--- src/rtl/z85_pkg.sv ---
`timescale 1ns / 1ps
// ----------------------------------------------------------------------------
// z85_pkg: shared types and constants of the Z85 stream decoder
// Holds the character-to-digit table and the group record that the front
// end hands to the back end.
// ----------------------------------------------------------------------------
package z85_pkg;

  localparam int unsigned DigitW   = 7;
  localparam int unsigned IndexW   = 7;
  localparam int unsigned TableLen = 96;
  localparam int unsigned GroupLen = 5;

  localparam logic [7:0]        CharOffset = 8'd32;
  localparam logic [31:0]       DigitBase  = 32'd85;
  localparam logic [2:0]        LastDigit  = 3'(GroupLen - 1);

  // One decoded group, or a size error when err is set.
  typedef struct packed {
    logic [31:0] word;
    logic        fin;
    logic        err;
  } z85_group_t;

  typedef logic [DigitW-1:0] digit_t;

  localparam digit_t DigitOf [TableLen] = '{
    7'h00, 7'h44, 7'h00, 7'h54, 7'h53, 7'h52, 7'h48, 7'h00, 7'h4B, 7'h4C, 7'h46, 7'h41,
    7'h00, 7'h3F, 7'h3E, 7'h45, 7'h00, 7'h01, 7'h02, 7'h03, 7'h04, 7'h05, 7'h06, 7'h07,
    7'h08, 7'h09, 7'h40, 7'h00, 7'h49, 7'h42, 7'h4A, 7'h47, 7'h51, 7'h24, 7'h25, 7'h26,
    7'h27, 7'h28, 7'h29, 7'h2A, 7'h2B, 7'h2C, 7'h2D, 7'h2E, 7'h2F, 7'h30, 7'h31, 7'h32,
    7'h33, 7'h34, 7'h35, 7'h36, 7'h37, 7'h38, 7'h39, 7'h3A, 7'h3B, 7'h3C, 7'h3D, 7'h4D,
    7'h00, 7'h4E, 7'h43, 7'h00, 7'h00, 7'h0A, 7'h0B, 7'h0C, 7'h0D, 7'h0E, 7'h0F, 7'h10,
    7'h11, 7'h12, 7'h13, 7'h14, 7'h15, 7'h16, 7'h17, 7'h18, 7'h19, 7'h1A, 7'h1B, 7'h1C,
    7'h1D, 7'h1E, 7'h1F, 7'h20, 7'h21, 7'h22, 7'h23, 7'h4F, 7'h00, 7'h50, 7'h00, 7'h00
  };

  // Map a raw character to its digit; indexes past the table give zero.
  function automatic digit_t lookup_digit(input logic [7:0] symbol);
    logic [7:0]        diff;
    logic [IndexW-1:0] idx;
    begin
      diff = symbol - CharOffset;
      idx  = diff[IndexW-1:0];
      if (int'(idx) >= TableLen) begin
        lookup_digit = '0;
      end else begin
        lookup_digit = DigitOf[idx];
      end
    end
  endfunction

endpackage

--- src/rtl/z85_front.sv ---
`timescale 1ns / 1ps
// ----------------------------------------------------------------------------
// z85_front: character intake and group accumulation
// Folds each digit into the accumulator and hands a finished group or a
// size error to the group queue.
// ----------------------------------------------------------------------------
module z85_front (
  input  logic                 clk,
  input  logic                 rst,
  input  logic                 push,
  output logic                 full,
  input  logic [7:0]           symbol,
  input  logic                 is_final,
  input  logic                 q_full,
  output logic                 q_push,
  output z85_pkg::z85_group_t  q_data
);

  logic [31:0]            acc;
  logic [31:0]            acc_next;
  logic [2:0]             count;
  logic                   accept;
  logic                   group_done;
  z85_pkg::digit_t        digit;

  assign full       = q_full;
  assign accept     = push && !q_full;
  assign digit      = z85_pkg::lookup_digit(symbol);
  assign acc_next   = 32'(acc * z85_pkg::DigitBase) + 32'(digit);
  assign group_done = (count == z85_pkg::LastDigit);

  always_comb begin
    q_push = accept && (group_done || is_final);
    if (group_done) begin
      q_data.word = acc_next;
      q_data.fin  = is_final;
      q_data.err  = 1'b0;
    end else begin
      q_data.word = '0;
      q_data.fin  = 1'b1;
      q_data.err  = 1'b1;
    end
  end

  always_ff @(posedge clk) begin
    if (rst) begin
      acc   <= '0;
      count <= '0;
    end else if (accept) begin
      if (group_done || is_final) begin
        acc   <= '0;
        count <= '0;
      end else begin
        acc   <= acc_next;
        count <= count + 3'd1;
      end
    end
  end

endmodule

--- src/rtl/z85_queue.sv ---
`timescale 1ns / 1ps
// ----------------------------------------------------------------------------
// z85_queue: short group queue between front and back
// First-in first-out store of group records held in flops.
// ----------------------------------------------------------------------------
module z85_queue #(
  parameter int unsigned DEPTH = 4
) (
  input  logic                 clk,
  input  logic                 rst,
  input  logic                 push,
  input  z85_pkg::z85_group_t  wdata,
  output logic                 full,
  input  logic                 pop,
  output logic                 valid,
  output z85_pkg::z85_group_t  rdata
);

  localparam int unsigned PtrW = (DEPTH > 1) ? $clog2(DEPTH) : 1;
  localparam int unsigned CntW = $clog2(DEPTH + 1);

  z85_pkg::z85_group_t  slots [DEPTH];
  logic [PtrW-1:0]      wptr;
  logic [PtrW-1:0]      rptr;
  logic [CntW-1:0]      fill;

  assign full  = (fill == CntW'(DEPTH));
  assign valid = (fill != '0);
  assign rdata = slots[rptr];

  always_ff @(posedge clk) begin
    if (push) begin
      slots[wptr] <= wdata;
    end
  end

  always_ff @(posedge clk) begin
    if (rst) begin
      wptr <= '0;
      rptr <= '0;
      fill <= '0;
    end else begin
      if (push) begin
        wptr <= (wptr == PtrW'(DEPTH - 1)) ? '0 : wptr + PtrW'(1);
      end
      if (pop) begin
        rptr <= (rptr == PtrW'(DEPTH - 1)) ? '0 : rptr + PtrW'(1);
      end
      case ({push, pop})
        2'b10:   fill <= fill + CntW'(1);
        2'b01:   fill <= fill - CntW'(1);
        default: fill <= fill;
      endcase
    end
  end

endmodule

--- src/rtl/z85_back.sv ---
`timescale 1ns / 1ps
// ----------------------------------------------------------------------------
// z85_back: result serializer
// Holds one group record and presents its bytes, most significant first,
// one result beat at a time.
// ----------------------------------------------------------------------------
module z85_back (
  input  logic                 clk,
  input  logic                 rst,
  input  logic                 q_valid,
  input  z85_pkg::z85_group_t  q_data,
  output logic                 q_pop,
  output logic                 empty,
  input  logic                 pop,
  output logic [7:0]           out_byte,
  output logic                 run_last,
  output logic                 stream_end,
  output logic                 size_error
);

  z85_pkg::z85_group_t  cur;
  logic                 busy;
  logic [1:0]           sel;
  logic                 last_beat;
  logic                 take;

  assign last_beat = cur.err || (sel == 2'd3);
  assign take      = !busy || (pop && last_beat);
  assign q_pop     = take && q_valid;

  assign empty      = !busy;
  assign run_last   = last_beat;
  assign stream_end = last_beat && cur.fin;
  assign size_error = cur.err;

  always_comb begin
    case (sel)
      2'd0:    out_byte = cur.word[31:24];
      2'd1:    out_byte = cur.word[23:16];
      2'd2:    out_byte = cur.word[15:8];
      default: out_byte = cur.word[7:0];
    endcase
  end

  always_ff @(posedge clk) begin
    if (rst) begin
      busy <= 1'b0;
      sel  <= '0;
    end else if (take) begin
      busy <= q_valid;
      sel  <= '0;
    end else if (pop) begin
      sel  <= sel + 2'd1;
    end
  end

  always_ff @(posedge clk) begin
    if (take) begin
      cur <= q_data;
    end
  end

endmodule

--- src/rtl/z85_stream_decoder.sv ---
`timescale 1ns / 1ps
// ----------------------------------------------------------------------------
// z85_stream_decoder: streaming Z85 text decoder
// Turns a stream of Z85 characters into decoded bytes, four per group of
// five characters, and flags strings whose length is not a multiple of five.
// ----------------------------------------------------------------------------
//
//  channel  | handshake      | payload
//  ---------+----------------+------------------------------------------------
//  input    | push / full    | symbol[7:0], is_final
//  result   | empty / pop    | out_byte[7:0], run_last, stream_end, size_error
//
// Cycles: one character is taken per cycle while the group queue has room;
// the front end folds the digit (one 32x7 multiply-add) in that same cycle.
// The back end delivers one result beat per cycle while pop is held high, so
// four bytes per five characters keep up at full input rate. The first result
// of a group is written into the group queue and then into the back end's
// record holder before it shows on the result ports.
// Reset: rst clears the accumulator, digit count and queue, and marks the result holder empty.
// Stalls: full rises only when the group queue is full; results wait in the
// back end while characters keep flowing.
// ----------------------------------------------------------------------------
module z85_stream_decoder #(
  parameter int unsigned QUEUE_DEPTH = 4
) (
  input  logic        clk,
  input  logic        rst,
  input  logic        push,
  output logic        full,
  input  logic [7:0]  symbol,
  input  logic        is_final,
  output logic        empty,
  input  logic        pop,
  output logic [7:0]  out_byte,
  output logic        run_last,
  output logic        stream_end,
  output logic        size_error
);

  // group queue handshake
  logic                 gq_push;
  logic                 gq_full;
  logic                 gq_pop;
  logic                 gq_valid;
  z85_pkg::z85_group_t  gq_wdata;
  z85_pkg::z85_group_t  gq_rdata;

  // front: accumulate digits, push a record per finished group or error
  z85_front u_front (
    .clk      (clk),
    .rst      (rst),
    .push     (push),
    .full     (full),
    .symbol   (symbol),
    .is_final (is_final),
    .q_full   (gq_full),
    .q_push   (gq_push),
    .q_data   (gq_wdata)
  );

  // hold finished groups so front and back stall independently
  z85_queue #(
    .DEPTH (QUEUE_DEPTH)
  ) u_queue (
    .clk   (clk),
    .rst   (rst),
    .push  (gq_push),
    .wdata (gq_wdata),
    .full  (gq_full),
    .pop   (gq_pop),
    .valid (gq_valid),
    .rdata (gq_rdata)
  );

  // back: split each record into result beats
  z85_back u_back (
    .clk        (clk),
    .rst        (rst),
    .q_valid    (gq_valid),
    .q_data     (gq_rdata),
    .q_pop      (gq_pop),
    .empty      (empty),
    .pop        (pop),
    .out_byte   (out_byte),
    .run_last   (run_last),
    .stream_end (stream_end),
    .size_error (size_error)
  );

endmodule

--- config.mk ---
export PLATFORM = sky130hd
export DESIGN_NAME = z85_stream_decoder
export DESIGN_NICKNAME = d
export VERILOG_FILES = /design/src/rtl/z85_pkg.sv /design/src/rtl/z85_front.sv /design/src/rtl/z85_queue.sv /design/src/rtl/z85_back.sv /design/src/rtl/z85_stream_decoder.sv
export SDC_FILE = /design/constraint.sdc
export NUM_CORES = 1
export LEC_CHECK = 0
export BUFFER_PORTS_ARGS = -buffer_cell sky130_fd_sc_hd__buf_2
export CAP_MARGIN = 30
export CORE_UTILIZATION = 35
export CTS_CLUSTER_DIAMETER = 60
export DETAILED_ROUTE_END_ITERATION = 7
export GPL_TIMING_DRIVEN = 0
export PLACE_DENSITY = 0.56
export SETUP_SLACK_MARGIN = 0.15
export SKIP_CTS_REPAIR_TIMING = 1
export SYNTH_ARGS = -nofsm -noshare
export SYNTH_HDL_FRONTEND = slang
export SYNTH_SLANG_ARGS = --single-unit
--- constraint.sdc ---
create_clock -name clk -period 18.48 [get_ports clk]
set_clock_uncertainty 0.15 [all_clocks]
set_input_delay 2.772 -clock clk [delete_from_list [all_inputs] [get_ports clk]]
set_output_delay 2.772 -clock clk [all_outputs]
set_load 0.01 [all_outputs]
==> run metrics, run 1 <==
status complete, but fails checks; failing checks design-rule violations; Area after DPL 0.0136 mm^2; Sinks on Clock Net 215; vias in the first global route 7,947; starting density of the core 35.8%; CTS tree done; post-synthesis cell type count 63; Post-DP HPWL 20,300 um; CP max FO 10; RSZ-0062 raised after global routing no; met3 wire length 847 um; Setup Viol. Count Final 0; Final Hold Viols 0; Met2 Wirelength 12,900 um; Antenna Cells 0; nets@finish 1,302; WL met1 12,700 um; Ys Warns 0; DR vias 8,042; Root Buffer Master clkbuf_16; flops & latches, synth 215; pre-CTS WS 9.30 ns; area of the multi-input gates 0.00599 mm^2; max-slew violation count 0; Crit path max-delay family compound AO/OA/AOI/OAI gates; remaining global-route overflow 0; final worst-path cycle share 46.8%; die area 0.0373 mm^2; NetSw 0.469 mW; initial antenna violation count 0; Pleak 5.82 nW; Residual DRC 4; Storage cell area 0.00601 mm^2; Pint 1.03 mW; top cell type's share of synthesized area 39.9%; total track usage 14.8%; FFs w/ async S/R, synth 0%; core area 0.0357 mm^2; Post-synth top flop edfxtp_1; Sequential Power Share 41.7%; Skew-Pair Late Insertion Delay 0.49 ns; clock buffer depth 3; layout cells sized above 1 9.85%; Synth area leader edfxtp_1; CTS buffer count 22; Clk pin slew, worst setup/hold paths 0.06 ns; sequential fraction of the synthesis area 46.9%; Setup TNS Final 0 ns; syn avg cell area 12.0 um^2; WL per Instance 16.8 um; Mapped Area 0.0128 mm^2; DR pass1 iterations 8; Hold WC Path Type reg -> reg; post-DR vias/cell 5.03; Die Height 193 um; # fillers 3,445; critical-path cell list buf_2 -> clkbuf_1 -> inv_1 -> ha_1 -> clkbuf_1 -> nand2_1 -> a21boi_0 -> o311ai_0 -> nand2_1 -> a211oi_1 -> ha_1 -> ha_1 -> ha_1 -> ha_1 -> fa_1 -> a21o_1 -> a221oi_4 -> nor3_2 -> nor3_1 -> a21oi_1 -> a211oi_1 -> xor2_1 -> nor2_1; H-tree Lvls 1; Worst EP required 18.51 ns; CP Launch Type input pin; fin crit period 8.66 ns; Syn Nets 1,250; highest routed layer met4; Cell Pwr Density 105 mW/mm^2; DRT iter0 DRCs 480; maxcap violations 0; Syn Inst Count 1,070; combinational power share 30.2%; Area Growth Syn to Fin 11.6%; Finished Cell Area 0.0143 mm^2; Buf/Inv on CP 4; fin worst setup slack 9.82 ns; Arrival @ worst endpoint 8.68 ns; R2R Setup Slk 13.41 ns; Horiz. Die Dim 193 um; VDD IR max 0.0000566 V; pin count of the biggest net entering global routing 38; Post-synth EDFFs 170; Clk pwr share 28.2%; Port Buffers 23; Most Frequent Cell on Critical Path ha_1; Slew @ Worst Pin 0.894 ns; Sw Ratio 31.2%; row cnt 69; gpl congestion 0.872; CP Class in -> reg; Routed Wire Length 26,800 um; first-pass GRT wire length 43,000 um; Slowest-stage cell, CP fa_1; Worst setup EP type register; Synth area leaders edfxtp_1 (40%), ha_1 (11%), fa_1 (8.9%); Fmax achieved 116 MHz; Finished Core Util 40.0%; Slew HR 40.2%; CP max stage delay 0.43 ns; # IOs 26; number of antenna-violating nets in the routed design 0
[per-stage QoR]
step	instances	power (mW)	hold WS, ns
2_1_floorplan	1070	0.962	0.292
3_3_place_gp	1554	1.09	0.333
3_5_place_dp	1558	1.09	0.338
4_1_cts	1597	1.52	0.348
5_1_grt	1598	1.60	0.378
6_report	1598	1.50	0.347
[layout make-up]
cell class / count / share of cell area (%)
flip-flops and latches: 215 / 42.1
multi-input cells: 642 / 41.9
inverters: 171 / 4.49
clock buffers: 34 / 4.39
well taps: 461 / 4.04
repair buffers: 28 / 1.55
plain buffers: 42 / 1.17
clock inverters: 5 / 0.394
[final timing paths]
path	start	end	depth (start not counted)
max	symbol[0]	u_queue.slots[0][32]$_DFFE_PP_	23
min	u_front.acc[31]$_SDFFE_PP0P_	u_front.acc[31]$_SDFFE_PP0P_	2
max reg2reg	u_front.acc[3]$_SDFFE_PP0P_	u_queue.slots[0][32]$_DFFE_PP_	15
min reg2reg	u_front.acc[31]$_SDFFE_PP0P_	u_front.acc[31]$_SDFFE_PP0P_	2
[state kept, by name, indices dropped and copies added (netlist names)]
signal             flops
u_back.busy            1
u_back.sel             2
u_queue.rptr           2
u_queue.wptr           2
u_queue.slots        136
u_front.acc           32
u_back.cur            33
u_back.size_error      1
u_front.count          3
u_queue.fill           3
[kinds of logic after synthesis]
logic type,synth area share (%)
flops,46.9
buf+inv,6.32
compound gates,10.0
simple gates,6.92
fa+ha+maj,19.7
mux,7.43
xor+xnor,2.67
[synthesized netlist by cell type, drive strengths merged (10+ instances only)]
master,n
o21ai,42
mux2i,14
inv,170
xnor2,22
a21o,17
ha,110
o22ai,10
nor2,72
a21oi,52
nand2,55
nor3,14
dfxtp,45
edfxtp,170
mux4,35
xor2,17
fa,57
clkbuf,34
[per-layer routing]
metal	GRT usage (%)	up-vias
met5	0	-
met4	3.13	0
met3	1.23	22
met2	24.8	138
met1	20.7	3988
li1	-	3894
[tightest hold or removal path, cell delays in order, from the launching register on]
cell	delay [ns]
dfxtp_1	0.34
nand2_1	0.06
o21ai_1	0.05
[cells in the final DEF, fill, tap and decap left out, drive strengths merged, types with 9 or more instances in the layout]
master	n
inv	171
edfxtp	170
ha	110
nor2	72
clkbuf	68
fa	57
nand2	55
a21oi	52
dfxtp	45
o21ai	42
buf	36
mux4	35
xnor2	22
a21o	17
xor2	17
mux2i	14
nor3	14
o22ai	10
and3	9
[power by group through the flow]
stage                     logic (mW)  clock network (mW)  registers (mW)
after floorplan                0.343                   0           0.619
after global placement         0.449                   0           0.637
after detailed placement       0.455                   0           0.637
after CTS                      0.461               0.432           0.627
after global routing           0.514               0.452           0.631
final                          0.452               0.423           0.625
(Power assumes the default switching activity.)
==> inputs of run 2 (changes only) <==
Settings changed: PLACE_DENSITY 0.56 to 0.57.
Clock period 18.48 ns to 7.1 ns, I/O delays scaled along.
==> run metrics, run 2 (synthesized netlist as in run 1, its figures left out) <==
reg2reg path depth 15; Slowest-stage cell, CP fa_1; pre-CTS WS -0.351 ns; RSZ-0062 raised after global routing no; Die Height 193 um; Post-DP HPWL 20,100 um; total power 3.88 mW; CP startpoint symbol[0]; initial antenna violation count 0; core area 0.0357 mm^2; remaining global-route overflow 0; area of the multi-input gates 0.00600 mm^2; reg2reg start u_front.acc[3]$_SDFFE_PP0P_; CP endpoint u_queue.slots[2][28]$_DFFE_PP_; vias in the first global route 7,903; CP max stage delay 0.54 ns; max-slew violation count 0; nets@finish 1,301; CP Class in -> reg; Pleak 5.82 nW; post-DR vias/cell 4.99; Clk pin slew, worst setup/hold paths 0.06 ns; CP max FO 14; Slew @ Worst Pin 0.907 ns; Setup TNS Final 0 ns; layout cells sized above 1 10.4%; WL per Instance 16.8 um; DR vias 7,974; Arrival @ worst endpoint 6.71 ns; largest registers u_queue.slots (136), u_back.cur (33), u_front.acc (32); critical-path cell list buf_2 -> inv_1 -> ha_1 -> clkbuf_1 -> nand2_1 -> a21boi_0 -> o22ai_1 -> a221oi_1 -> a21oi_1 -> a21oi_1 -> nor2_1 -> ha_1 -> ha_1 -> fa_1 -> fa_1 -> a21o_1 -> a221oi_4 -> nor3_2 -> or3_4 -> a311oi_2 -> o21ai_1 -> xnor2_2 -> nor2_1; Buf/Inv on CP 3; Storage cell area 0.00601 mm^2; number of antenna-violating nets in the routed design 0; CP Launch Type input pin; row cnt 69; Cell Pwr Density 272 mW/mm^2; stages on the worst setup path 23; Reg with most FFs u_queue.slots; gpl congestion 0.872; Skew-Pair Late Insertion Delay 0.49 ns; Worst EP required 7.23 ns; Routed Wire Length 26,800 um; r2r endpoint u_queue.slots[2][28]$_DFFE_PP_; VDD IR max 0.000142 V; # IOs 26; Root Buffer Master clkbuf_16; Hold WC Path Type reg -> reg; CTS buffer count 23; Horiz. Die Dim 193 um; final worst-path cycle share 92.7%; Setup Viol. Count Final 0; die area 0.0373 mm^2; DRT iter0 DRCs 518; R2R Setup Slk 2.05 ns; status completed; fin worst setup slack 0.522 ns; Residual DRC 0; H-tree Lvls 1; # fillers 3,449; Worst setup EP type register; Most Frequent Cell on Critical Path ha_1; Fmax achieved 152 MHz; starting density of the core 35.8%; max FFs per register 136; Sinks on Clock Net 215; Area Growth Syn to Fin 11.6%; pin count of the biggest net entering global routing 38; Antenna Cells 0; clock buffer depth 3; first-pass GRT wire length 43,000 um; total track usage 14.7%; Crit path max-delay family compound AO/OA/AOI/OAI gates; CTS tree done; Port Buffers 23; Slew HR 39.3%; most frequent cells in the layout inv_1 (170), edfxtp_1 (170), ha_1 (110), nor2_1 (72), fa_1 (57); DR pass1 iterations 8; Final Hold Viols 0; maxcap violations 0; fin crit period 6.58 ns
[run 2: worst min-delay path by stage]
stage / startpoint / end / slack [ns] / cells past startpoint
after CTS: u_front.acc[31]$_SDFFE_PP0P_ / u_front.acc[31]$_SDFFE_PP0P_ / 0.34 / 2
after detailed placement: u_front.acc[31]$_SDFFE_PP0P_ / u_front.acc[31]$_SDFFE_PP0P_ / 0.33 / 2
final: u_front.acc[31]$_SDFFE_PP0P_ / u_front.acc[31]$_SDFFE_PP0P_ / 0.33 / 2
after global routing: u_front.acc[31]$_SDFFE_PP0P_ / u_front.acc[31]$_SDFFE_PP0P_ / 0.36 / 2
after global placement: u_front.acc[31]$_SDFFE_PP0P_ / u_front.acc[31]$_SDFFE_PP0P_ / 0.33 / 2
after floorplan: u_front.acc[31]$_SDFFE_PP0P_ / u_front.acc[31]$_SDFFE_PP0P_ / 0.29 / 2
[run 2: worst reg2reg max path: cells and delay by family, from the launching register on]
family / cells / cell delay [ns]
adders and majority gates: 5 / 2.13
and+or+nand+nor: 4 / 1.00
AOI/OAI and AO/OA: 3 / 0.84
DFF: 1 / 0.43
xor gates and xnor gates: 1 / 0.17
buffers and inverters: 2 / 0.14
[run 2: area by class of cell]
type                       count  share of cell area [%]
buffer                        41                    1.14
clock buffer                  31                    4.38
clock inverter                10                   0.395
inverter                     171                    4.50
multi-input combinational    642                    42.0
sequential                   215                    42.1
tap                          461                    4.04
timing repair buffer          27                    1.42
[run 2: where the power goes]
group	internal (mW)	switching (mW)	leakage, nW
logic	0.498	0.675	3.50
clock network	0.620	0.462	0.343
registers	1.54	0.0897	1.98
total	2.66	1.23	5.82
[run 2: layer usage]
layer	wire [um]	global-route usage, %	share of wire (%)
met1	12800	20.8	48
met2	12900	24.8	48
met3	810	1.32	3.0
met4	261	2.46	0.97
met5	0	0	0
[run 2: stage by stage]
| stage | std cells | hold WS [ns] | cell area [um^2] | utilization, % |
|---|---|---|---|---|
| floorplan | 1070 | 0.292 | 12800 | - |
| global placement | 1554 | 0.335 | 13500 | 37.7 |
| detailed placement | 1558 | 0.331 | 13600 | 38.0 |
| CTS | 1599 | 0.339 | 14300 | 39.9 |
| global route | 1598 | 0.362 | 14300 | 39.9 |
| finish | 1598 | 0.331 | 14300 | 39.9 |
